**config.mk**
```make
export PLATFORM = sky130hd
export DESIGN_NAME = round_robin_task_scheduler_core
export DESIGN_NICKNAME = d
export VERILOG_FILES = /design/src/hdl/rrts_pkg.sv /design/src/hdl/rrts_ram.sv /design/src/hdl/rrts_queue.sv /design/src/hdl/round_robin_task_scheduler_core.sv
export SDC_FILE = /design/constraint.sdc
export NUM_CORES = 2
export LEC_CHECK = 0
export BUFFER_PORTS_ARGS = -buffer_cell sky130_fd_sc_hd__buf_2
export CAP_MARGIN = 5
export CORE_AREA = 2 2 502 354
export CTS_BUF_LIST = sky130_fd_sc_hd__clkbuf_2
export DETAILED_ROUTE_END_ITERATION = 10
export DIE_AREA = 0 0 504 356
export PLACE_DENSITY_LB_ADDON = 0.3
export SYNTH_ARGS = -nofsm -noshare
export SYNTH_HDL_FRONTEND = slang
export SYNTH_SLANG_ARGS = --single-unit
```
**constraint.sdc**
```tcl
create_clock -name clock -period 7.8 [get_ports clock]
set_clock_uncertainty 0.1 [all_clocks]
set_input_delay 0.39 -clock clock [delete_from_list [all_inputs] [get_ports clock]]
set_output_delay 0.39 -clock clock [all_outputs]
set_load 0.02 [all_outputs]
```
**src/hdl/rrts_pkg.sv**
```systemverilog
`timescale 1ns / 1ps

package rrts_pkg;

   localparam int QUEUE_DEPTH_DEF = 16;
   localparam logic [7:0] QUANTUM_RESET = 8'd2;
   localparam logic [7:0] SLICE_MAX = 8'd255;

   // One task record as it sits in the ready queue or on the core.
   typedef struct packed {
      logic [7:0]  id;
      logic [11:0] burst;
      logic [11:0] remaining;
      logic [15:0] arrival;
      logic [15:0] first_run;
   } task_type;

   localparam int TASK_W = $bits(task_type);

   // Queue requests for one tick. push1 is only ever set together with push0.
   typedef struct packed {
      logic push0;
      logic push1;
      logic pop;
   } queue_ctrl_type;

endpackage

```
**src/hdl/rrts_ram.sv**
```systemverilog
`timescale 1ns / 1ps

module rrts_ram #(
   parameter int WIDTH = 64,
   parameter int DEPTH = 8
) (
   input  logic                                    clock,
   input  logic                                    we,
   input  logic [((DEPTH > 1) ? $clog2(DEPTH) : 1)-1:0] waddr,
   input  logic [WIDTH-1:0]                        wdata,
   input  logic [((DEPTH > 1) ? $clog2(DEPTH) : 1)-1:0] raddr,
   output logic [WIDTH-1:0]                        rdata
);

   logic [WIDTH-1:0] mem_ff [DEPTH];
   logic [WIDTH-1:0] rdata_ff;

   always_ff @(posedge clock) begin
      if (we) begin
         mem_ff[waddr] <= wdata;
      end
      rdata_ff <= mem_ff[raddr];
   end

   assign rdata = rdata_ff;

endmodule

```
**src/hdl/rrts_queue.sv**
```systemverilog
`timescale 1ns / 1ps

// Ready queue. Storage is split into two banks by the lowest slot bit, so the
// two pushes of one tick (arrival and requeue) land in different banks. The
// physical ring is rounded up to a power of two; the count limits the capacity.
// The head record is prefetched every cycle so it is ready at the next tick.
module rrts_queue
   import rrts_pkg::*;
#(
   parameter int DEPTH = QUEUE_DEPTH_DEF
) (
   input  logic                         clock,
   input  logic                         reset,
   input  queue_ctrl_type               ctrl,
   input  task_type                     rec0,
   input  task_type                     rec1,
   output task_type                     head_rec,
   output logic [$clog2(DEPTH+1)-1:0]   count
);

   localparam int PtrW      = $clog2(DEPTH);
   localparam int CntW      = $clog2(DEPTH + 1);
   localparam int BankDepth = 2 ** (PtrW - 1);
   localparam int BankAw    = (BankDepth > 1) ? $clog2(BankDepth) : 1;

   logic [PtrW-1:0] head_ff, head_in;
   logic [PtrW-1:0] tail_ff, tail_in;
   logic [CntW-1:0] count_ff, count_in;
   logic            sel_ff, sel_in;
   logic            byp_valid_ff, byp_valid_in;
   task_type        byp_rec_ff, byp_rec_in;

   logic [PtrW-1:0] slot0, slot1;
   logic            we0, we1;
   logic [BankAw-1:0] waddr0, waddr1, raddr;
   task_type        wdata0, wdata1, rdata0, rdata1;

   always_comb begin
      slot0    = tail_ff;
      slot1    = tail_ff + PtrW'(1);
      head_in  = head_ff + PtrW'(ctrl.pop);
      tail_in  = tail_ff + PtrW'(ctrl.push0) + PtrW'(ctrl.push1);
      count_in = count_ff + CntW'(ctrl.push0) + CntW'(ctrl.push1) - CntW'(ctrl.pop);
      sel_in   = head_in[0];
      raddr    = BankAw'(head_in >> 1);

      // Bank 0 holds even slots, bank 1 odd slots.
      we0    = (ctrl.push0 && !slot0[0]) || (ctrl.push1 && !slot1[0]);
      we1    = (ctrl.push0 && slot0[0]) || (ctrl.push1 && slot1[0]);
      wdata0 = (ctrl.push0 && !slot0[0]) ? rec0 : rec1;
      wdata1 = (ctrl.push0 && slot0[0]) ? rec0 : rec1;
      waddr0 = (ctrl.push0 && !slot0[0]) ? BankAw'(slot0 >> 1) : BankAw'(slot1 >> 1);
      waddr1 = (ctrl.push0 && slot0[0]) ? BankAw'(slot0 >> 1) : BankAw'(slot1 >> 1);

      // A write to the slot being prefetched would be missed by the RAM read.
      byp_valid_in = 1'b0;
      byp_rec_in   = rec0;
      if (ctrl.push0 && slot0 == head_in) begin
         byp_valid_in = 1'b1;
         byp_rec_in   = rec0;
      end else if (ctrl.push1 && slot1 == head_in) begin
         byp_valid_in = 1'b1;
         byp_rec_in   = rec1;
      end
   end

   always_ff @(posedge clock) begin
      if (reset) begin
         head_ff      <= '0;
         tail_ff      <= '0;
         count_ff     <= '0;
         byp_valid_ff <= 1'b0;
      end else begin
         head_ff      <= head_in;
         tail_ff      <= tail_in;
         count_ff     <= count_in;
         byp_valid_ff <= byp_valid_in;
      end
      sel_ff     <= sel_in;
      byp_rec_ff <= byp_rec_in;
   end

   rrts_ram #(
      .WIDTH (TASK_W),
      .DEPTH (BankDepth)
   ) u_bank0 (
      .clock (clock),
      .we    (we0),
      .waddr (waddr0),
      .wdata (wdata0),
      .raddr (raddr),
      .rdata (rdata0)
   );

   rrts_ram #(
      .WIDTH (TASK_W),
      .DEPTH (BankDepth)
   ) u_bank1 (
      .clock (clock),
      .we    (we1),
      .waddr (waddr1),
      .wdata (wdata1),
      .raddr (raddr),
      .rdata (rdata1)
   );

   assign head_rec = byp_valid_ff ? byp_rec_ff : (sel_ff ? rdata1 : rdata0);
   assign count    = count_ff;

   a_count_bound: assert property (@(posedge clock) disable iff (reset)
      count_ff <= CntW'(DEPTH))
      else $error("ready queue count exceeds its depth");

   a_ptr_match: assert property (@(posedge clock) disable iff (reset)
      tail_ff == head_ff + PtrW'(count_ff))
      else $error("ready queue pointers disagree with count");

   a_pop_nonempty: assert property (@(posedge clock) disable iff (reset)
      ctrl.pop |-> (count_ff != '0) || ctrl.push0)
      else $error("ready queue popped while empty");

endmodule

```
**src/hdl/round_robin_task_scheduler_core.sv**
```systemverilog
`timescale 1ns / 1ps

// Round-robin scheduler core. Each start pulse is one scheduling tick and is
// taken on every clock (busy stays low), so one tick per cycle is sustained; the
// tick's result appears on the rsp_ ports in the following cycle, marked by a
// one-cycle rsp_valid strobe, and must be captured then because the receiver
// cannot stall the core. The whole tick (queue push, pop, slice check, finish
// and timing arithmetic) is resolved combinationally against a queue head that is
// prefetched from the two-bank ready queue RAM. The quantum register may be
// written through the csr_ port, which is always ready, while no tick is in
// flight. Queue contents need no clearing after reset.
module round_robin_task_scheduler_core
   import rrts_pkg::*;
#(
   parameter int QUEUE_DEPTH = QUEUE_DEPTH_DEF
) (
   input  logic        clock,
   input  logic        reset,
   input  logic        start,
   output logic        busy,
   input  logic        req_arrive,
   input  logic [7:0]  req_new_id,
   input  logic [11:0] req_new_burst,
   output logic        rsp_valid,
   output logic        rsp_busy_res,
   output logic [7:0]  rsp_running_id,
   output logic        rsp_idle,
   output logic        rsp_finished,
   output logic [7:0]  rsp_finished_id,
   output logic [15:0] rsp_wait_ticks,
   output logic [15:0] rsp_turnaround_ticks,
   output logic [15:0] rsp_response_ticks,
   output logic [1:0]  rsp_switches,
   output logic        rsp_overflow,
   input  logic        csr_valid,
   output logic        csr_ready,
   input  logic [7:0]  csr_data
);

   localparam int CntW = $clog2(QUEUE_DEPTH + 1);

   logic            accept;
   logic [7:0]      quantum_ff;
   logic [15:0]     tick_ff;
   logic [7:0]      slice_ff, slice_in;
   logic            cur_valid_ff, cur_valid_in;
   task_type        cur_ff, cur_in;

   queue_ctrl_type  qctrl;
   task_type        rec0;
   task_type        head_rec;
   logic [CntW-1:0] count;

   task_type        arr_rec, front, t;
   logic            arr_ok, rq_ok, requeue;
   logic [CntW-1:0] c1, cnt;
   logic [15:0]     turn;

   logic        busy_res_in, idle_in, fin_in, ovf_in;
   logic [7:0]  run_id_in, fin_id_in;
   logic [15:0] wait_in, turn_in, resp_in;
   logic [1:0]  sw_in;

   logic        rsp_valid_ff;
   logic        rsp_busy_res_ff, rsp_idle_ff, rsp_finished_ff, rsp_overflow_ff;
   logic [7:0]  rsp_running_id_ff, rsp_finished_id_ff;
   logic [15:0] rsp_wait_ff, rsp_turn_ff, rsp_resp_ff;
   logic [1:0]  rsp_switches_ff;

   assign busy      = 1'b0;
   assign csr_ready = 1'b1;
   assign accept    = start && !busy;

   always_comb begin
      arr_rec.id        = req_new_id;
      arr_rec.burst     = req_new_burst;
      arr_rec.remaining = req_new_burst;
      arr_rec.arrival   = tick_ff;
      arr_rec.first_run = '0;

      arr_ok  = req_arrive && (count < CntW'(QUEUE_DEPTH));
      c1      = count + CntW'(arr_ok);
      requeue = (tick_ff != '0) && (slice_ff >= quantum_ff);
      rq_ok   = c1 < CntW'(QUEUE_DEPTH);

      // With an empty queue the head is whatever was pushed first on this tick.
      front = (count != '0) ? head_rec : (arr_ok ? arr_rec : cur_ff);

      t            = cur_ff;
      cnt          = c1;
      slice_in     = slice_ff;
      cur_valid_in = cur_valid_ff;
      qctrl.pop    = 1'b0;
      rq_ok        = rq_ok && cur_valid_ff && requeue;
      busy_res_in  = 1'b0;
      run_id_in    = '0;
      idle_in      = 1'b0;
      fin_in       = 1'b0;
      fin_id_in    = '0;
      wait_in      = '0;
      turn_in      = '0;
      resp_in      = '0;
      sw_in        = '0;
      ovf_in       = req_arrive && !arr_ok;
      turn         = '0;

      if (!cur_valid_ff) begin
         if (c1 != '0) begin
            qctrl.pop = 1'b1;
            t = front;
            if (t.burst == t.remaining) begin
               t.first_run = tick_ff;
            end
            if (t.remaining != '0) begin
               t.remaining = t.remaining - 12'd1;
            end
            if (slice_in != SLICE_MAX) begin
               slice_in = slice_in + 8'd1;
            end
            cur_valid_in = 1'b1;
            busy_res_in  = 1'b1;
            run_id_in    = t.id;
         end else begin
            idle_in = 1'b1;
         end
      end else begin
         if (requeue) begin
            if (!rq_ok) begin
               ovf_in = 1'b1;
            end
            qctrl.pop = 1'b1;
            cnt       = c1 + CntW'(rq_ok) - CntW'(1);
            t         = front;
            sw_in     = 2'd1;
            slice_in  = '0;
            if (t.burst == t.remaining) begin
               t.first_run = tick_ff;
            end
         end
         busy_res_in = 1'b1;
         run_id_in   = t.id;
         if (t.remaining <= 12'd1) begin
            turn      = tick_ff + 16'd1 - t.arrival;
            fin_in    = 1'b1;
            fin_id_in = t.id;
            turn_in   = turn;
            wait_in   = turn - {4'b0, t.burst};
            resp_in   = t.first_run - t.arrival;
            if (t.remaining != '0) begin
               t.remaining = t.remaining - 12'd1;
            end
            cur_valid_in = 1'b0;
            if (cnt != '0) begin
               sw_in    = sw_in + 2'd1;
               slice_in = '0;
            end
         end else begin
            t.remaining = t.remaining - 12'd1;
            if (slice_in != SLICE_MAX) begin
               slice_in = slice_in + 8'd1;
            end
         end
      end
      cur_in = t;

      // The arrival goes first in queue order, the requeued task second.
      qctrl.push0 = accept && (arr_ok || rq_ok);
      qctrl.push1 = accept && arr_ok && rq_ok;
      qctrl.pop   = accept && qctrl.pop;
      rec0        = arr_ok ? arr_rec : cur_ff;
   end

   always_ff @(posedge clock) begin
      if (reset) begin
         quantum_ff   <= QUANTUM_RESET;
         tick_ff      <= '0;
         slice_ff     <= '0;
         cur_valid_ff <= 1'b0;
         cur_ff       <= '0;
         rsp_valid_ff <= 1'b0;
      end else begin
         if (csr_valid && csr_ready) begin
            quantum_ff <= csr_data;
         end
         rsp_valid_ff <= accept;
         if (accept) begin
            tick_ff      <= tick_ff + 16'd1;
            slice_ff     <= slice_in;
            cur_valid_ff <= cur_valid_in;
            cur_ff       <= cur_in;
         end
      end
      if (accept) begin
         rsp_busy_res_ff    <= busy_res_in;
         rsp_running_id_ff  <= run_id_in;
         rsp_idle_ff        <= idle_in;
         rsp_finished_ff    <= fin_in;
         rsp_finished_id_ff <= fin_id_in;
         rsp_wait_ff        <= wait_in;
         rsp_turn_ff        <= turn_in;
         rsp_resp_ff        <= resp_in;
         rsp_switches_ff    <= sw_in;
         rsp_overflow_ff    <= ovf_in;
      end
   end

   rrts_queue #(
      .DEPTH (QUEUE_DEPTH)
   ) u_queue (
      .clock    (clock),
      .reset    (reset),
      .ctrl     (qctrl),
      .rec0     (rec0),
      .rec1     (cur_ff),
      .head_rec (head_rec),
      .count    (count)
   );

   assign rsp_valid            = rsp_valid_ff;
   assign rsp_busy_res         = rsp_busy_res_ff;
   assign rsp_running_id       = rsp_running_id_ff;
   assign rsp_idle             = rsp_idle_ff;
   assign rsp_finished         = rsp_finished_ff;
   assign rsp_finished_id      = rsp_finished_id_ff;
   assign rsp_wait_ticks       = rsp_wait_ff;
   assign rsp_turnaround_ticks = rsp_turn_ff;
   assign rsp_response_ticks   = rsp_resp_ff;
   assign rsp_switches         = rsp_switches_ff;
   assign rsp_overflow         = rsp_overflow_ff;

   a_rsp_follows_start: assert property (@(posedge clock) disable iff (reset)
      rsp_valid |-> $past(start))
      else $error("result strobe without a tick in the previous cycle");

   a_idle_is_quiet: assert property (@(posedge clock) disable iff (reset)
      rsp_valid && rsp_idle |-> !rsp_busy_res && !rsp_finished && rsp_switches == 2'd0)
      else $error("idle tick reports activity");

   a_finish_on_core: assert property (@(posedge clock) disable iff (reset)
      rsp_valid && rsp_finished |-> rsp_busy_res && rsp_finished_id == rsp_running_id)
      else $error("finished task is not the running task");

endmodule

```
Yosys cells after proc, flatten, opt, wreduce, memory -nomap -nowiden
Memories as Yosys holds them, arrays and structs flattened. A register that Yosys moved wholly into a read port is not among the register bits.
Index checks and enable logic that the tools add are counted.
- register bits: 247
- memory bits (writable): 1024
- input bits: 33
- output and inout bits: 73
- memories kept: 2
- memories (name ; depth ; bits a word ; read ports ; clocked after Yosys merged registers in ; wr ports ; line ; RTL):
    u_queue.u_bank0.mem_ff ; 8 ; 64 ; 1 ; 1 ; 1 ; rrts_ram.sv:15 ; logic [WIDTH-1:0] mem_ff [DEPTH];
    u_queue.u_bank1.mem_ff ; 8 ; 64 ; 1 ; 1 ; 1 ; rrts_ram.sv:15 ;
- $add $sub $neg: 19
- order comparisons: 4
- equal/unequal tests: 5
- multiplexer cells: 50
- reductions and logical operators: 32
- operators by type and width (cell ; count):
    64-bit 2-to-1 mux ; 12
    8-bit 2-to-1 mux ; 10
    12-bit 2-to-1 mux ; 3
    16-bit subtractor ; 2
    12-bit nonzero test ; 2
    12-bit by 1-bit subtractor with 12-bit output, second input constant ; 2
    5-bit by 1-bit adder with 5-bit output ; 4
    1-bit 2-to-1 mux ; 17
    16-bit by 1-bit adder with 16-bit output, second input constant ; 1
    8-bit by 1-bit adder with 8-bit output, second input constant ; 2
    16-bit 2-to-1 mux ; 1
    8-bit inequality test, second input constant ; 2
    16-bit nonzero test ; 1
    16-bit by 12-bit subtractor with 16-bit output ; 1
    1-bit logical AND ; 15
    5-bit nonzero test ; 3
    4-bit by 1-bit adder with 4-bit output ; 3
    12-bit == test ; 1
    12-bit by 1-bit <= comparator with 1-bit output, second input constant ; 1
    5-bit < comparator, second input constant ; 2
    5-bit 2-to-1 mux ; 2
    4-bit == test ; 2
    8-bit greater-or-equal comparator ; 1
    2-bit 2-to-1 mux ; 3
    other kinds (10) ; 17

Logic depth before layout (Yosys ltp)
- depth after elaboration: 14
- depth in mapped cells: 30
- depth with buffers taken out: 26

By module
Synthesis repeated with hierarchy kept, for this count alone.
- cell total of the unflattened synthesis: 3961
- area total of the unflattened synthesis: 60371.7 um^2
- by module, submodules not included (module ; instances ; cells each ; area an instance (um^2)):
    rrts_ram ; 2 ; 816 ; 20547.2
    round_robin_task_scheduler_core ; 1 ; 1743 ; 13245.2
    rrts_queue ; 1 ; 586 ; 6032.0

Least setup slack after synthesis
No wires, ideal clock.
- kind: reg2reg
- from: register u_queue.count_ff[4], in the netlist u_queue.count[4]
- to: memory u_queue.u_bank1.mem_ff[6][0] (enable)
- setup time: 0.494 ns
- arrival: 6.410 ns
- required time: 7.206 ns
- setup slack: 0.795 ns
- cell stages (with the launch flop): 21
- buffers on the path: 5
- cells stage by stage: dfxtp_1 > buf_6 > nand2b_1 > buf_4 > inv_1 > buf_2 > buf_1 > clkbuf_1 > ha_1 > ha_1 > nand2_1 > xor2_1 > and3_1 > inv_1 > a21boi_0 > inv_1 > nor2_1 > nand2_1 > o31ai_1 > a22o_1 > nor2b_1
- cells in the longest elaborated chain, start to end: 12
- elaborated cells between the ends (all ways): 16
- those cells by class: add/sub: 1; order compare: 2; mux: 3; reduce/logical: 10
- ends and longest elaborated chain (what ; line ; RTL):
    from (decl) ; rrts_queue.sv:28 ; logic [CntW-1:0] count_ff, count_in;
    from (signal assigned) ; rrts_queue.sv:76 ; count_ff <= count_in;
    5-bit < comparator ; round_robin_task_scheduler_core.sv:81 ; arr_ok = req_arrive && (count < CntW'(QUEUE_DEPTH));
    1-bit logical AND ; round_robin_task_scheduler_core.sv:81 ;
    5-bit by 1-bit adder with 5-bit output ; round_robin_task_scheduler_core.sv:82 ; c1 = count + CntW'(arr_ok);
    5-bit < comparator ; round_robin_task_scheduler_core.sv:84 ; rq_ok = c1 < CntW'(QUEUE_DEPTH);
    1-bit logical AND (2 in a row) ; round_robin_task_scheduler_core.sv:94 ; rq_ok = rq_ok && cur_valid_ff && requeue;
    1-bit logical OR ; round_robin_task_scheduler_core.sv:167 ; qctrl.push0 = accept && (arr_ok || rq_ok);
    1-bit logical AND ; round_robin_task_scheduler_core.sv:167 ;
    1-bit logical AND ; rrts_queue.sv:49, rrts_queue.sv:53 ;
    1-bit logical OR ; rrts_queue.sv:49 ; we1 = (ctrl.push0 && slot0[0]) || (ctrl.push1 && slot1[0]);
    1-bit 2-to-1 mux ; rrts_ram.sv:19 ; if (we) begin
    1-bit 2-to-1 mux (implied by the code) ; rrts_ram.sv:20 ; mem_ff[waddr] <= wdata;
    to (decl) ; rrts_ram.sv:15 ;
Several ways; a longest one is shown, not always the timed one.

==> flow_metrics.env <==
export IMPL_netlist_area_sq_um=59100
export IMPL_synth_ff_type="edfxtp_1"
export IMPL_post_cts_setup_buffer_count=0
export IMPL_met2_length_um=74300
export IMPL_antenna_found_initial=6
export IMPL_rsz0062_at_grt="no"
export IMPL_setup_viol=0
export IMPL_setup_tns_ns=0
export IMPL_via_per_inst=5.15
export IMPL_synth_async_sr_flop_share_pct=0
export IMPL_crit_fanout=29
export IMPL_synth_cell_types=108
export IMPL_cts_tree="yes"
export IMPL_grt_pass1_vias=36200
export IMPL_reg2reg_to="u_queue.byp_rec_ff[44]"
export IMPL_io_pin_count=106
export IMPL_grt_overflow=0
export IMPL_fin_util_pct=38.1
export IMPL_critPathRequiredTime_ns=9.39
export IMPL_fin_nets=4545
export IMPL_period_needed_ns=7.34
export IMPL_power_density_nw_per_um2=346
export IMPL_numCtsBuffers=340
export IMPL_antenna_left=0
export IMPL_route_met3_wl_um=13100
export IMPL_num_fill_cells=16700
export IMPL_relSlewSlack_pct=14.3
export IMPL_fp_dieW_um=504
export IMPL_grt_first_pass_wirelength_um=242000
export IMPL_drive_gt1_share_pct=25.8
export IMPL_die_area_sq_um=179000
export IMPL_hpwlAfterDp_um=97700
export IMPL_globalRouteTotalUtil_pct=18.1
export IMPL_startpoint="u_queue.count[4]"
export IMPL_max_slew_worst_pin_slew_ns=1.27
export IMPL_synth_nets=4147
export IMPL_syn_inst=4042
export IMPL_grt_max_degree=141
export IMPL_synth_edf_count=1094
export IMPL_worstSetupPathType="flip-flop to flip-flop"
export IMPL_yosysWarnings=0
export IMPL_hold_viol_final=0
export IMPL_cp_end_kind="flip-flop"
export IMPL_drc=0
export IMPL_rr_worst_depth=23
export IMPL_max_freq_mhz=136
export IMPL_fin_crit_sh_pct=94.1
export IMPL_dp_cells=6345
export IMPL_route_vias_total=36400
export IMPL_die_y_um=356
export IMPL_peakVddDrop_mv=0.223
export IMPL_h_tree_depth=5
export IMPL_drtPass1Iterations=6
export IMPL_status="finished, final reports clean"
export IMPL_m1WireLength_um=73800
export IMPL_cts_root_buf="clkbuf_2"
export IMPL_wl_per_cell_um=23.4
export IMPL_crit_chain="nand2b_2, inv_1, buf_4, ha_1, ha_1, xor2_1, nor3_1, nand3_1, nor2_1, nor2b_1, nand2_2, inv_1, ha_1, ha_4, xnor2_1, nand3_1, nor3_1, nor2_4, buf_4, nand2_1, dlygate4sd3_1, nand2_1, dlygate4sd3_1"
export IMPL_final_max_slew_violation_count=0
export IMPL_crit_end="u_queue.byp_rec_ff[44]"
export IMPL_drt_wl_total_um=165000
export IMPL_rrSetupSlack_ns=0.46
export IMPL_ys_seq_elements=1399
export IMPL_gp_congestion=0.876
export IMPL_clk_insertion_delay_late_ns=1.82
export IMPL_slowest_delay_ns=0.75
export IMPL_ctsResizeCount=0
export IMPL_hold_class="input pin to flip-flop"
export IMPL_fp_coreArea_sq_um=175000
export IMPL_top_layer="met5"
export IMPL_critPathMostFrequentCell="ha_1"
export IMPL_stdcell_count=7065
export IMPL_syn2layout_area_growth_pct=13.1
export IMPL_path_clk_slew_ns=0.12
export IMPL_start_util_pct=33.7
export IMPL_finalPower_mw=23.1
export IMPL_ys_seq_area_share_pct=65.9
export IMPL_cts_sinks=1399
export IMPL_cap_violations=0
export IMPL_row_count=129
export IMPL_crit_arrival_ns=8.93
export IMPL_port_buffers=103
export IMPL_cellLeakagePower_nw=23.7
export IMPL_timing_hold_ws_ns=0.216
export IMPL_clock_path_buffers=4
export IMPL_drt_iter0_drc=3733
export IMPL_start_kind="flip-flop"
export IMPL_r2r_start="u_queue.count[4]"
export IMPL_avgSynthCellArea_sq_um=14.6
export IMPL_crit_slowest_cell="dfxtp_1"
[stage by stage]
step                      cell area [sq um]  worst slack, ns
after floorplan                       59100            0.795
after global placement                62700            0.793
after detailed placement              62700            0.828
after CTS                             66800            0.587
after global routing                  66800           0.0758
final                                 66900            0.459
[cells in the mapped netlist (all sizes together) (20+ instances only)]
library cell | n | area share [%]
xnor2 | 82 | 1.2
o211ai | 29 | 0.38
mux4 | 256 | 9.8
and2 | 60 | 0.64
buf | 84 | 0.68
nor2 | 244 | 1.6
nor3 | 40 | 0.36
a211oi | 31 | 0.43
edfxtp | 1094 | 56
mux2i | 91 | 1.6
ha | 66 | 1.4
nand2 | 583 | 3.7
clkbuf | 156 | 0.99
mux2 | 140 | 2.7
o22ai | 20 | 0.21
xor2 | 71 | 1.1
o21ai | 125 | 1.1
inv | 70 | 0.44
and3 | 25 | 0.26
dfxtp | 305 | 10
a21oi | 145 | 1.2
nand3 | 42 | 0.36
a31oi | 34 | 0.40
[layer usage]
metal | GRT usage, % | vias to the layer above
met5 | 0 | -
met4 | 6.05 | 2
met3 | 4.44 | 261
met2 | 27.4 | 1449
met1 | 25.5 | 18500
li1 | - | 16200
[final cells by class]
class / count / area, sq um / area share, %
multi-input combinational: 2333 / 19100 / 28.6
sequential: 1399 / 39000 / 58.3
inverter: 70 / 263 / 0.393
clock buffer: 522 / 2610 / 3.91
clock inverter: 76 / 360 / 0.539
timing repair buffer: 296 / 2550 / 3.82
antenna: 11 / 27.5 / 0.0412
tap: 2358 / 2950 / 4.41
[power by group]
| group | total (mW) | switching, mW | internal (mW) |
|---|---|---|---|
| combinational | 8.49 | 5.17 | 3.32 |
| sequential | 9.83 | 0.598 | 9.23 |
| clock | 4.79 | 2.97 | 1.83 |
[cell usage in the layout, fill, tap and decap left out, types with 41 or more instances in the layout]
cell and count:
dfxtp_1 302, mux2i_1 90, o21ai_0 124, mux4_2 256, nor2_1 226, and2_1 59, dlygate4sd3_1 109, edfxtp_1 1094
buf_4 61, mux2_2 138, inv_1 70, buf_2 101, ha_1 65, nand2_1 577, xor2_1 69, xnor2_1 82
clkbuf_2 522, a21oi_1 144, clkinv_1 60, nand3_1 41
[sequential cells by signal (all words and copies together) (netlist names), 2 cells and up]
name                    count
cur_ff                     64
quantum_ff                  8
rsp_finished_id             8
rsp_response_ticks         16
rsp_running_id              8
rsp_switches                2
rsp_turnaround_ticks       16
rsp_wait_ticks             16
slice_ff                    8
tick_ff                    16
u_queue.byp_rec_ff         64
u_queue.count               5
u_queue.head_ff             4
u_queue.slot0               4
u_queue.u_bank0.mem_ff    512
u_queue.u_bank0.rdata      64
u_queue.u_bank1.mem_ff    512
u_queue.u_bank1.rdata      64
[worst min path at each step]
stage                          start                     end  slack (ns)  cells after the start
floorplan                 cur_ff[20]              cur_ff[20]        0.35                      2
global placement          cur_ff[20]              cur_ff[20]        0.37                      2
detailed placement        cur_ff[20]              cur_ff[20]        0.37                      2
CTS                 req_new_burst[4]  u_queue.byp_rec_ff[36]       0.002                      5
global route        req_new_burst[4]  u_queue.byp_rec_ff[36]        0.06                      5
finish              req_new_burst[1]  u_queue.byp_rec_ff[45]        0.22                      5
[cell families after synthesis]
group / after synthesis / share of synthesized area (%)
compound gates: 522 / 5.90
xor+xnor: 154 / 2.31
fa+ha+maj: 75 / 1.65
buf+inv: 310 / 2.11
flops: 1399 / 65.9
mux: 487 / 14.0
other cells: 2 / 0.0127
simple gates: 1093 / 8.12
[timing repair]
item,in CTS,in global routing
endpoints found under the setup margin,0,0
hold buffers,111,0
endpoints found under the hold margin,779,0
[critical path: cells and delay by family, from the launching register on]
kind | cells | cell delay, ns
XOR/XNOR | 2 | 0.37
adder cells (fa/ha/maj) | 4 | 1.22
buffers and inverters | 6 | 2.18
flip-flops | 1 | 0.75
AND/OR/NAND/NOR | 11 | 2.60
(Power assumes the default switching activity.)
